===== config.mk =====
export PLATFORM = sky130hd
export DESIGN_NAME = cdiv_front
export DESIGN_NICKNAME = d
export VERILOG_FILES = /design/src/sv/cdiv_pkg.sv /design/src/sv/cdiv_front.sv
export SDC_FILE = /design/constraint.sdc
export NUM_CORES = 2
export LEC_CHECK = 0
export ABC_AREA = 0
export BUFFER_PORTS_ARGS = -buffer_cell sky130_fd_sc_hd__buf_2
export CORE_UTILIZATION = 25
export DETAILED_ROUTE_END_ITERATION = 8
export SLEW_MARGIN = 0
export SYNTH_ARGS = -nofsm -noshare
export SYNTH_HDL_FRONTEND = slang
export SYNTH_SLANG_ARGS = --single-unit

===== constraint.sdc =====
create_clock -name clk -period 9.5 [get_ports clk]
set_input_delay 2.85 -clock clk [delete_from_list [all_inputs] [get_ports clk]]
set_output_delay 2.85 -clock clk [all_outputs]
set_load 0.05 [all_outputs]

===== src/sv/cdiv_pkg.sv =====
// shared types, constants and the division step for the complex divider
// no dependencies
package cdiv_pkg;

  localparam int InW   = 16;
  localparam int OutW  = 24;
  localparam int QuoW  = 25;
  localparam int NumW  = 45;
  localparam int DvsW  = 33;

  typedef enum logic [1:0] {
    STATUS_OK   = 2'd0,
    STATUS_ZERO = 2'd1,
    STATUS_SAT  = 2'd2
  } status_t;

  typedef struct packed {
    logic [DvsW-1:0] rem;
    logic [QuoW-1:0] low;
    logic [QuoW-1:0] quo;
    logic            neg;
    logic            ovf;
  } lane_t;

  typedef struct packed {
    lane_t           re;
    lane_t           im;
    logic [DvsW-1:0] dvs;
    logic            zero;
  } div_item_t;

  typedef struct packed {
    logic [NumW-1:0] n_re;
    logic [NumW-1:0] n_im;
    logic            neg_re;
    logic            neg_im;
    logic [DvsW-1:0] dvs;
    logic            zero;
  } front_t;

  // one restoring step: shift in the next numerator bit, subtract if it fits
  function automatic lane_t div_step(lane_t l, logic [DvsW-1:0] dvs);
    logic [DvsW:0] t;
    logic          ge;
    lane_t         r;
    t       = {l.rem, l.low[QuoW-1]};
    ge      = t >= {1'b0, dvs};
    r       = l;
    r.rem   = ge ? DvsW'(t - {1'b0, dvs}) : t[DvsW-1:0];
    r.low   = {l.low[QuoW-2:0], 1'b0};
    r.quo   = {l.quo[QuoW-2:0], ge};
    return r;
  endfunction

  // first division stage: top numerator bits form the remainder, overflow check
  function automatic lane_t div_init(logic [NumW-1:0] n, logic neg, logic [DvsW-1:0] dvs);
    lane_t r;
    r.rem = DvsW'(n[NumW-1:QuoW]);
    r.low = n[QuoW-1:0];
    r.quo = '0;
    r.neg = neg;
    r.ovf = DvsW'(n[NumW-1:QuoW]) >= dvs;
    return r;
  endfunction

endpackage


===== src/sv/cdiv_front.sv =====
// products, numerators, denominator, magnitudes and scaled dividends
// depends on cdiv_pkg
module cdiv_front (
  input  logic                          clk,
  input  logic                          rst,
  input  logic                          en,
  input  logic                          in_valid,
  input  logic signed [cdiv_pkg::InW-1:0] a,
  input  logic signed [cdiv_pkg::InW-1:0] b,
  input  logic signed [cdiv_pkg::InW-1:0] c,
  input  logic signed [cdiv_pkg::InW-1:0] d,
  output logic                          out_valid,
  output cdiv_pkg::front_t              out_item
);
  logic              v1, v2, v3;
  logic signed [31:0] ac, bd, bc, ad, cc, dd;
  logic signed [32:0] num_re, num_im;
  logic        [31:0] den2, den3;
  logic        [31:0] mag_re, mag_im;
  logic               neg_re, neg_im, zero3;
  logic        [32:0] t_re, t_im;

  assign t_re = -num_re;
  assign t_im = -num_im;

  always_ff @(posedge clk) begin
    if (rst) begin
      v1 <= 1'b0;
      v2 <= 1'b0;
      v3 <= 1'b0;
      out_valid <= 1'b0;
    end else if (en) begin
      v1 <= in_valid;
      v2 <= v1;
      v3 <= v2;
      out_valid <= v3;
    end
  end

  always_ff @(posedge clk) begin
    if (en) begin
      ac <= a * c;
      bd <= b * d;
      bc <= b * c;
      ad <= a * d;
      cc <= c * c;
      dd <= d * d;
      num_re <= {ac[31], ac} + {bd[31], bd};
      num_im <= {bc[31], bc} - {ad[31], ad};
      den2   <= 32'(cc) + 32'(dd);
      neg_re <= num_re[32];
      neg_im <= num_im[32];
      mag_re <= num_re[32] ? t_re[31:0] : num_re[31:0];
      mag_im <= num_im[32] ? t_im[31:0] : num_im[31:0];
      den3   <= den2;
      zero3  <= den2 == 32'd0;
      out_item.n_re   <= {mag_re, 13'd0} + 45'(den3);
      out_item.n_im   <= {mag_im, 13'd0} + 45'(den3);
      out_item.neg_re <= neg_re;
      out_item.neg_im <= neg_im;
      out_item.dvs    <= {den3, 1'b0};
      out_item.zero   <= zero3;
    end
  end
endmodule


==> results.yml <==
yosys:
  synth_seq_area_share: 0.184
  synthSimpleGateAreaFrac: 0.119
  synth_top_family_by_area: "adder cells"
  ys_warn_count: 0
  synthAdderAreaFrac: 0.482
  synth_compound_area_frac: 0.0641
  synth_area_um2: 79800
  synth.top_cell.area_share: 0.381
  avgSynthCellArea_um2: 10.0
  synthCells: 7980
  synth_edf_count: 486
  synthTopCellsByArea: "fa_1, edfxtp_1, ha_1"
  synthXorXnorAreaFrac: 0.0454
  synth_fp_nets: 10200
  ys_ff_latch: 490
  synth.distinct_cells: 79
  yosysTopAreaCell: "fa_1"
  synth.mux.area_fraction: 0.00113
  synth-async-reset-ratio: 0
  synth_flop_cell: "edfxtp_1"
finish:
  mostFrequentLayoutCell: "inv_1"
  n_fill_cell: 33400
  drive_above_1_share: 0.0713
  final_area_um2: 89200
  final_cell_mix: "inv_1, fa_1, nand2_1"
  area_delta_synth_final_pct: 11.8
  nNetsFinal: 10400
grt:
  overflow: 0
  grt_use_total: 0.133
  grt_pass1_vias: 57100
  grt_pass1_wl_um: 331000
  antenna_found_initial: 44
  grt_max_degree: 197
outcome:
  outcome: "complete, no violations"
floorplan:
  ios: 195
  die_x_um: 567
  die_h_um: 567
  rows: 207
  dieArea_um2: 322000
  start_util: 0.251
  core_um2: 318000
worst_setup_path:
  path_cells: "buf_2, buf_4, and2_1, fa_1, fa_1, fa_1, fa_1, fa_1, inv_1, fa_1, inv_1, ha_1, a21o_1, o21a_1, o21a_1, a41oi_1, o211ai_1, nand2_1, o31ai_1, buf_4, a311o_1"
  critPathSlowestCell: "fa_1"
  worst_setup_path_end_kind: "register"
  slowest_delay_ns: 0.62
  start_kind: "input pin"
  critPathBufInv: 5
  critical_path.top_delay_family: "adder cells"
  cp.required_ns: 9.94
  cp_data_arrival_time_ns: 9.41
  crit_type: "in -> reg"
  path_common_cell: "fa_1"
  cp_max_fo: 13
routing:
  dr.pass1.iters: 6
  drt_iter0_drc: 3199
  via_per_inst: 4.30
  postRouteAntennaNets: 0
  drcViolationCount: 0
  routed_wl_um: 208000
  wl_per_cell_um: 16.7
  num_vias: 53500
sta:
  max-slew-margin-rel: 0.228
  finalCritPeriodShare: 0.944
  setup_viol: 0
  worstMarginPinSlew_ns: 1.16
  hold_viol_final: 0
  fin_crit_ns: 8.97
  hold_slack_ns: 0.419
  fmax_mhz: 112
  maxSlewViolCount: 0
  fin_ws_ns: 0.534
  clock_skew_ns: 0.0622
  rsz0062_at_grt: "no"
clocking:
  clk_pin_slew_ns: 0.06
  ctsHoldBuffers: 0
  cts-root-buf: "clkbuf_16"
  cts_buffers: 60
  htreeDepth: 2
  clock_path_buffers: 3
  clk_latency_ns: 0.71
  cts_tree: "yes"
  clock_sinks: 490
  cts_setup_buffers: 0
  ctsResizeCount: 0
place:
  place_congestion: 0.848
  port_buffers: 193
  dp.final_hpwl_um: 173000
  pre_cts_ws_ns: -0.130
  place_area_um2: 87200
run:
  cap_violations: 0
worst_hold_path:
  hp-class: "reg -> reg"
[logic make-up (layout without fill, tap and decap cells)]
kind of cell | after synthesis | count (layout)
muxes | 9 | 9
and+or+nand+nor | 1931 | 1931
other | 1 | 15
buffers and inverters | 2187 | 2455
adders and majority gates | 2165 | 2165
DFF | 490 | 490
AOI/OAI and AO/OA | 783 | 783
xor gates and xnor gates | 414 | 414
[stage by stage]
stage,TNS [ns],std cells,util
after global placement,-0.0533,12300,0.274
after detailed placement,-0.134,12300,0.274
after global routing,0,12400,0.281
after CTS,0,12400,0.281
final,0,12400,0.281
after floorplan,0,7980,-
[sequential cells by signal (all words and copies together), names as in the netlist, 31 cells and up]
register	cells
mag_re	32
den3	32
num_re	33
out_item	99
den2	32
num_im	33
bd	32
mag_im	32
cc	31
bc	32
ac	32
dd	31
ad	32
[path summary, 6_finish.rpt]
kind	start	endpoint	slack, ns	depth (start not counted)
max	d[1]	dd[31]	0.53	21
min	den3[1]	out_item[82]	0.42	0
max reg2reg	den3[19]	out_item[80]	5.56	9
min reg2reg	den3[1]	out_item[82]	0.42	0
[Yosys cell counts, types with 34 or more instances]
library cell,instances
clkbuf_1,260
xor2_1,88
xnor2_1,326
nand2_1,740
nand3_1,47
ha_1,647
o21bai_1,34
o21ai_0,82
inv_1,1883
o21a_1,47
edfxtp_1,486
a21o_1,116
fa_1,1518
o21ai_1,70
and2_1,576
nand2b_1,57
nor3_1,52
nor2_1,268
nor2b_1,38
a21oi_1,208
[layer usage]
metal	vias to the layer above	share of wire	routed length [um]	track usage
met5	-	0.00045	93	0
met4	14	0.048	10000	0.0524
met3	272	0.045	9340	0.0152
met2	1142	0.48	98700	0.225
met1	27100	0.43	89500	0.172
li1	24900	-	-	-
[final cells by class]
type	count	area [um^2]	share of cell area
repair buffers	459	3400	0.0381
diodes	14	35.0	0.000393
well taps	4180	5230	0.0586
flip-flops and latches	490	14700	0.164
clock buffers	65	1520	0.0170
clock inverters	46	434	0.00487
multi-input cells	5303	56900	0.637
inverters	1885	7080	0.0793
Power is left out: the tool's default activity adds up to more than one toggle a clock period on the data nets, which glitch-free logic cannot reach.
