File: config.mk
export PLATFORM = sky130hd
export DESIGN_NAME = cdiv_back
export DESIGN_NICKNAME = d
export VERILOG_FILES = /design/src/sv/cdiv_pkg.sv /design/src/sv/cdiv_back.sv
export SDC_FILE = /design/constraint.sdc
export NUM_CORES = 1
export LEC_CHECK = 0
export BUFFER_PORTS_ARGS = -buffer_cell sky130_fd_sc_hd__buf_2
export CAP_MARGIN = 20
export CORE_ASPECT_RATIO = 0.7
export CORE_MARGIN = 4
export CORE_UTILIZATION = 30
export DETAILED_ROUTE_END_ITERATION = 8
export PLACE_DENSITY_LB_ADDON = 0.25
export RECOVER_POWER = 25
export SLEW_MARGIN = 15
export SYNTH_ARGS = -nofsm -noshare
export SYNTH_HDL_FRONTEND = slang
export SYNTH_SLANG_ARGS = --single-unit
File: constraint.sdc
create_clock -name clk -period 10.2 [get_ports clk]
set_input_delay 1.02 -clock clk [delete_from_list [all_inputs] [get_ports clk]]
set_output_delay 1.02 -clock clk [all_outputs]
set_load 0.005 [all_outputs]
File: src/sv/cdiv_pkg.sv
// shared types, constants and the division step for the complex divider
// no dependencies
package cdiv_pkg;

  localparam int InW   = 16;
  localparam int OutW  = 24;
  localparam int QuoW  = 25;
  localparam int NumW  = 45;
  localparam int DvsW  = 33;

  typedef enum logic [1:0] {
    STATUS_OK   = 2'd0,
    STATUS_ZERO = 2'd1,
    STATUS_SAT  = 2'd2
  } status_t;

  typedef struct packed {
    logic [DvsW-1:0] rem;
    logic [QuoW-1:0] low;
    logic [QuoW-1:0] quo;
    logic            neg;
    logic            ovf;
  } lane_t;

  typedef struct packed {
    lane_t           re;
    lane_t           im;
    logic [DvsW-1:0] dvs;
    logic            zero;
  } div_item_t;

  typedef struct packed {
    logic [NumW-1:0] n_re;
    logic [NumW-1:0] n_im;
    logic            neg_re;
    logic            neg_im;
    logic [DvsW-1:0] dvs;
    logic            zero;
  } front_t;

  // one restoring step: shift in the next numerator bit, subtract if it fits
  function automatic lane_t div_step(lane_t l, logic [DvsW-1:0] dvs);
    logic [DvsW:0] t;
    logic          ge;
    lane_t         r;
    t       = {l.rem, l.low[QuoW-1]};
    ge      = t >= {1'b0, dvs};
    r       = l;
    r.rem   = ge ? DvsW'(t - {1'b0, dvs}) : t[DvsW-1:0];
    r.low   = {l.low[QuoW-2:0], 1'b0};
    r.quo   = {l.quo[QuoW-2:0], ge};
    return r;
  endfunction

  // first division stage: top numerator bits form the remainder, overflow check
  function automatic lane_t div_init(logic [NumW-1:0] n, logic neg, logic [DvsW-1:0] dvs);
    lane_t r;
    r.rem = DvsW'(n[NumW-1:QuoW]);
    r.low = n[QuoW-1:0];
    r.quo = '0;
    r.neg = neg;
    r.ovf = DvsW'(n[NumW-1:QuoW]) >= dvs;
    return r;
  endfunction

endpackage

File: src/sv/cdiv_back.sv
// sign, saturation, status and the output register
// depends on cdiv_pkg
module cdiv_back (
  input  logic                              clk,
  input  logic                              rst,
  input  logic                              en,
  input  logic                              in_valid,
  input  cdiv_pkg::div_item_t               in_item,
  output logic                              out_valid,
  output logic [cdiv_pkg::OutW-1:0]         q_re,
  output logic [cdiv_pkg::OutW-1:0]         q_im,
  output cdiv_pkg::status_t                 status
);
  localparam logic [cdiv_pkg::QuoW-1:0] LimNeg = cdiv_pkg::QuoW'(1) << (cdiv_pkg::OutW - 1);
  localparam logic [cdiv_pkg::QuoW-1:0] LimPos = LimNeg - cdiv_pkg::QuoW'(1);

  logic [cdiv_pkg::OutW-1:0] r_re, r_im;
  logic                      s_re, s_im;

  function automatic logic [cdiv_pkg::OutW:0] fin(cdiv_pkg::lane_t l);
    logic                       sat;
    logic [cdiv_pkg::OutW-1:0]  v;
    sat = l.ovf || (l.neg ? (l.quo > LimNeg) : (l.quo > LimPos));
    if (sat) begin
      v = l.neg ? LimNeg[cdiv_pkg::OutW-1:0] : LimPos[cdiv_pkg::OutW-1:0];
    end else begin
      v = l.quo[cdiv_pkg::OutW-1:0];
    end
    if (l.neg) begin
      v = -v;
    end
    return {sat, v};
  endfunction

  always_comb begin
    {s_re, r_re} = fin(in_item.re);
    {s_im, r_im} = fin(in_item.im);
  end

  always_ff @(posedge clk) begin
    if (rst) begin
      out_valid <= 1'b0;
    end else if (en) begin
      out_valid <= in_valid;
    end
  end

  always_ff @(posedge clk) begin
    if (en) begin
      if (in_item.zero) begin
        q_re   <= '0;
        q_im   <= '0;
        status <= cdiv_pkg::STATUS_ZERO;
      end else begin
        q_re   <= r_re;
        q_im   <= r_im;
        status <= (s_re || s_im) ? cdiv_pkg::STATUS_SAT : cdiv_pkg::STATUS_OK;
      end
    end
  end
endmodule

==> results of run 1 <==
per-layer routing:
layer  wire [µm]  GRT usage  up-vias
met3        1300     0.0560        9
li1            -          -     1841
met4          99     0.0365        0
met1        6630      0.286     1857
met2        4980      0.222      219
met5           0          0        -
path summary, 6_finish.rpt:
path         cells past startpoint          from   endpoint  slack [ps]
min reg2reg                      2     out_valid  out_valid         510
max reg2reg                      2     out_valid  out_valid        9570
min                              2     out_valid  out_valid         510
max                             11  in_item[120]   q_re[14]        5450
flip-flops by register name, summed over array words and instances (netlist names):
name       flops
out_valid      1
q_im          24
q_re          24
status         2
per-stage QoR:
stage	worst slack, ps	util
final	5450	0.380
after global routing	5250	0.380
after CTS	5620	0.381
after detailed placement	5330	0.367
after global placement	5380	0.366
after floorplan	6250	-
power groups by stage:
stage / clock network, W / logic (W) / registers (W)
finish: 0.000189 / 0.000116 / 0.000257
global route: 0.000207 / 0.000127 / 0.000259
CTS: 0.000197 / 0.000115 / 0.000257
detailed placement: 0 / 0.000114 / 0.000262
global placement: 0 / 0.000113 / 0.000261
floorplan: 0 / 0.0000504 / 0.000264
logic make-up after synthesis:
logic type               count (synthesis)  synth area share
multiplexers                             7            0.0189
buffers and inverters                   40            0.0431
AO/OA/AOI/OAI                          132             0.246
adder cells (fa/ha/maj)                  2           0.00674
flip-flops                              51             0.410
AND/OR/NAND/NOR                        184             0.269
XOR/XNOR                                 3           0.00708
critical path, stage by stage:
cell      delay (ps)
buf_2            410
or3b_2           510
nor4_2           450
a21o_1           590
a21oi_1          210
ha_1             370
o31a_1           150
a41oi_1          430
nand2_1          200
a31oi_1          220
a221oi_1         120
cells in the mapped netlist (4+ instances only):
library cell and instances:
a21oi_1 35, nor2_1 55, a31oi_1 5, o211ai_1 6, o31a_1 4, nand4_1 4
or4_1 8, or2_2 4, o31ai_1 4, nand2_1 27, a221oi_1 8, o21ai_0 23
nor4_1 16, mux2i_1 7, or3_1 7, nor3_1 23, a211oi_1 11, edfxtp_1 50
a311oi_1 4, clkbuf_1 23, or4_4 4, buf_2 5, o22a_1 4, nand3_1 14
inv_1 10, o21a_1 4
area by class of cell:
cell class                      instances  area share
Tap cell                              157      0.0434
Clock inverter                          3     0.00858
Timing Repair Buffer                  113       0.126
Inverter                               11     0.00913
Sequential cell                        51       0.336
Multi-Input combinational cell        328       0.449
Clock buffer                            5      0.0277
==> reports/metrics.cfg, run 1 <==
[clock_network]
cts_setup_buffers = 0
clk_path_buf_depth = 2
cts_tree = done
cts_buffers = 5
clk_latency_ps = 290
cts_sinks = 51
cts_max_level = 2
hold_buffers = 0
cts_resized = 0
clk_pin_slew_ps = 70
cts-root-buf = clkbuf_16

[synthesis]
yosysTopAreaCellShare = 0.404
synth.distinct_cells = 64
synth_largest_area_cell = edfxtp_1
synth-async-reset-ratio = 0
synth_cells = 419
synth.ff_latch_count = 51
synth_ff_type = edfxtp_1
synth_nets = 629
yosysWarnings = 0
synth-edff-count = 50
ys_seq_area_frac = 0.410
syn_area_um2 = 3710
syn_area_per_cell_um2 = 8.86
synth.top_cells.by_area = edfxtp_1 (40%), nor2_1 (5.6%), a21oi_1 (4.7%), nor3_1 (3.1%), o21ai_0 (3.1%)

[grt]
antenna_found_initial = 0
grt_use_total = 0.177
grt_first_pass_wirelength_mm = 20.0
grt_pass1_vias = 3521
grt_max_degree = 52
overflow = 0

[routing]
drt-total-wl_mm = 13.0
drcViolationCount = 0
drt-wirelength-per-cell_um = 19.5
drt_iter0_drc = 327
detail-route-antenna-nets = 0
first_pass_iters = 5
via_per_inst = 5.88
vias = 3926

[sta]
finClkSkew_ps = 0
report.final.setup_viol = 0
fmax_mhz = 211
rsz0062_at_grt = false
fin_crit_ps = 4750
max-slew-margin-rel = -0.910
hold_viol = 0
finalCritPeriodShare = 0.465
holdWs_ps = 508
timing.setup.tns_ps = 0
tightestPinTransition_ps = 2870
slew_violations = 89

[worst_setup_path]
worstPathRequired_ps = 10130
criticalPathCategory = primary input to flop
worst_setup_path_start_kind = primary input
arrival_ps = 4680
end_kind = flop
critPathMaxFanout = 26

[floorplan]
io_pins = 259
coreArea_um2 = 11900
initial_core_util = 0.312
die_h_um = 101
rows = 33
fp.dieW_um = 141
die_area_um2 = 14200

[placed_design]
dp_cells = 660
placed_area_um2 = 4360
dp_hpwl_mm = 9.56
gp_congestion = 0.937
placement.io_buffers = 109

[power]
p_per_area_nw_per_um2 = 124
internal_power_w = 0.000409
pwr-share-comb = 0.206
clkPwrFrac = 0.337
power_frac_seq = 0.458
leakagePower_nw = 1.62
power_w = 0.000562
peakVddDrop_mv = 0.0591
p_sw_w = 0.000153
sw_frac_of_total = 0.272

[layout]
final-seq-area_um2 = 1520
fin_nets = 720
drive_gt1_frac = 0.268
final_cell_area_um2 = 4520
n_antenna_cell = 0
multi_input_area_um2 = 2030
final_cell_mix = buf_2 (109), nor2_1 (55), edfxtp_1 (50), a21oi_1 (35), nand2_1 (27)
stdcell_count = 668
area_delta_synth_final_pct = 21.8
num-fill-cells = 1284
final_common_cell = buf_2

[outcome]
violations = capacitance limit, slew limit
status = complete, but fails checks

[flow_run]
maxCapViolCount = 2

[worst_hold_path]
hold_class = flop to flop

Power figures use the tool's default switching activity.
==> run 2: changes to the inputs <==
Clock period 10.2 ns to 4.1 ns, I/O delays scaled along.
==> reports/metrics.cfg, run 2 (same netlist as run 1, synthesis figures left out) <==
[outcome]
status = complete, but fails checks  ; unchanged
violations = capacitance limit, slew limit  ; unchanged

[power]
peakVddDrop_mv = 0.165  ; was 0.0591 mV
p_per_area_nw_per_um2 = 303  ; was 124 nW/µm²
leakagePower_nw = 1.68  ; was 1.62 nW

[worst_setup_path]
cp.depth = 11  ; unchanged
worst_setup_path_start_kind = primary input  ; unchanged
reg2reg_to = out_valid  ; unchanged
max_stage_delay_ps = 570  ; was 590 ps
critPathBufInv = 1  ; unchanged
endpoint = q_re[14]  ; unchanged
worstPathRequired_ps = 4020  ; was 10130 ps
cp_top_family = simple AND/OR/NAND/NOR gates  ; was compound AO/OA/AOI/OAI gates
arrival_ps = 3180  ; was 4680 ps
slowest_stage = or4_4  ; was a21o_1
path_cells = buf_2, or4_4, nor4_2, a21o_1, a21oi_1, ha_1, o31a_1, a41oi_1, nand2_1, a31oi_1, a221oi_1  ; was buf_2, or3b_2, nor4_2, a21o_1, a21oi_1, ha_1, o31a_1, a41oi_1, nand2_1, a31oi_1, a221oi_1
end_kind = flop  ; unchanged
criticalPathCategory = primary input to flop  ; unchanged
r2r_slack_ps = 3510  ; was 9570 ps
crit_path_start = in_item[143]  ; was in_item[120]
critPathMaxFanout = 5  ; was 26
r2r-start = out_valid  ; unchanged
worstRegToRegCells = 2  ; unchanged

[routing]
vias = 3968  ; was 3926
drcViolationCount = 0  ; unchanged
via_per_inst = 5.82  ; was 5.88
drt-total-wl_mm = 13.2  ; was 13.0 mm
first_pass_iters = 5  ; unchanged
drt-wirelength-per-cell_um = 19.3  ; was 19.5 µm
detail-route-antenna-nets = 0  ; unchanged
drt_iter0_drc = 449  ; was 327

[sta]
rsz0062_at_grt = false  ; unchanged
slew_violations = 37  ; was 89
fin_crit_ps = 3260
report.final.setup_viol = 0  ; unchanged
timing.setup.tns_ps = 0  ; unchanged
max-slew-margin-rel = -0.282  ; was -0.910
finClkSkew_ps = 0  ; unchanged
hold_viol = 0  ; unchanged
finalCritPeriodShare = 0.796
tightestPinTransition_ps = 1920  ; was 2870 ps
fmax_mhz = 306

[placed_design]
placement.io_buffers = 109  ; unchanged
dp_hpwl_mm = 9.87  ; was 9.56 mm
dp_cells = 674  ; was 660
gp_congestion = 0.952  ; was 0.937

[layout]
fin_nets = 734  ; was 720
final_common_cell = buf_2  ; unchanged
final-seq-area_um2 = 1520  ; unchanged
stdcell_count = 682  ; was 668
final_cell_mix = buf_2 (99), nor2_1 (55), edfxtp_1 (50), a21oi_1 (35), nand2_1 (27)  ; was buf_2 (109), nor2_1 (55), edfxtp_1 (50), a21oi_1 (35), nand2_1 (27)
n_antenna_cell = 0  ; unchanged
multi_input_area_um2 = 2040  ; was 2030 µm²
drive_gt1_frac = 0.276  ; was 0.268
reg_top3 = q_im (24), q_re (24), status (2)  ; unchanged
num-fill-cells = 1228  ; was 1284
area_delta_synth_final_pct = 24.8  ; was 21.8%

[clock_network]
clk_latency_ps = 280  ; was 290 ps
clk_path_buf_depth = 2  ; unchanged
clk_pin_slew_ps = 60  ; was 70 ps
cts_max_level = 2  ; unchanged
cts_sinks = 51  ; unchanged
cts_setup_buffers = 0  ; unchanged
cts_buffers = 5  ; unchanged
cts_tree = done  ; unchanged
cts_resized = 0  ; unchanged
cts-root-buf = clkbuf_16  ; unchanged
hold_buffers = 0  ; unchanged

[floorplan]
die_h_um = 101  ; unchanged
rows = 33  ; unchanged
io_pins = 259  ; unchanged
fp.dieW_um = 141  ; unchanged
coreArea_um2 = 11900  ; unchanged
initial_core_util = 0.312  ; unchanged
die_area_um2 = 14200  ; unchanged

[grt]
overflow = 0  ; unchanged
grt_max_degree = 37  ; was 52
antenna_found_initial = 0  ; unchanged
grt_pass1_vias = 3513  ; was 3521
grt_first_pass_wirelength_mm = 20.0  ; about the same
grt_use_total = 0.179  ; was 0.177

[flow_run]
maxCapViolCount = 1  ; was 2

[worst_hold_path]
hold_class = primary input to flop  ; was flop to flop

==> run 2: cell types whose count changed in the layout (fill, tap and decap cells not counted) <==
cell,delta
clkbuf_1,+8
nor4_2,+1
clkinv_4,+1
buf_2,-10
clkinv_1,-1
buf_4,+16
nor4_1,-1
==> run 2: worst min path at each step <==
stage,from,endpoint,slack [ps],cells after the start
finish,rst,out_valid,280,2
global route,rst,out_valid,270,2
CTS,rst,out_valid,270,2
detailed placement,out_valid,out_valid,510,2
global placement,out_valid,out_valid,470,2
floorplan,rst,out_valid,480,1
==> run 2: worst register-to-register path: cells and delay by family (launching register included) <==
| family | cells | cell delay, ps |
|---|---|---|
| flops | 1 | 310 |
| simple gates | 1 | 50 |
| mux | 1 | 120 |
==> run 2: per-layer routing <==
metal | vias up | global-route usage | share of wire
met3 | 11 | 0.0474 | 0.12
met5 | - | 0 | 0
li1 | 1868 | - | -
met4 | 0 | 0.0380 | 0.013
met1 | 1842 | 0.292 | 0.50
met2 | 247 | 0.225 | 0.37
==> run 2: cell type report <==
type                    instances  area share
multi-input cells             328       0.440
flip-flops and latches         51       0.328
repair buffers                127       0.144
well taps                     157      0.0424
clock buffers                   5      0.0270
clock inverters                 3     0.00945
inverters                      11     0.00891
==> run 2: power breakdown <==
part           switching, W  total [W]  internal [W]  leakage [nW]
Combinational      0.000185   0.000294      0.000109          1.10
Clock              0.000183   0.000471      0.000288        0.0838
Sequential        0.0000129   0.000639      0.000626         0.492
==> run 2: metrics by stage <==
stage	hold WS (ps)	util	total power (W)	setup slack (ps)	instance area, µm²
final	282	0.390	0.00140	836	4630
after global routing	273	0.390	0.00148	605	4630
after CTS	271	0.391	0.00142	917	4650
after detailed placement	515	0.376	0.000941	657	4480
after global placement	471	0.376	0.000937	655	4470
after floorplan	482	-	0.000781	761	3710
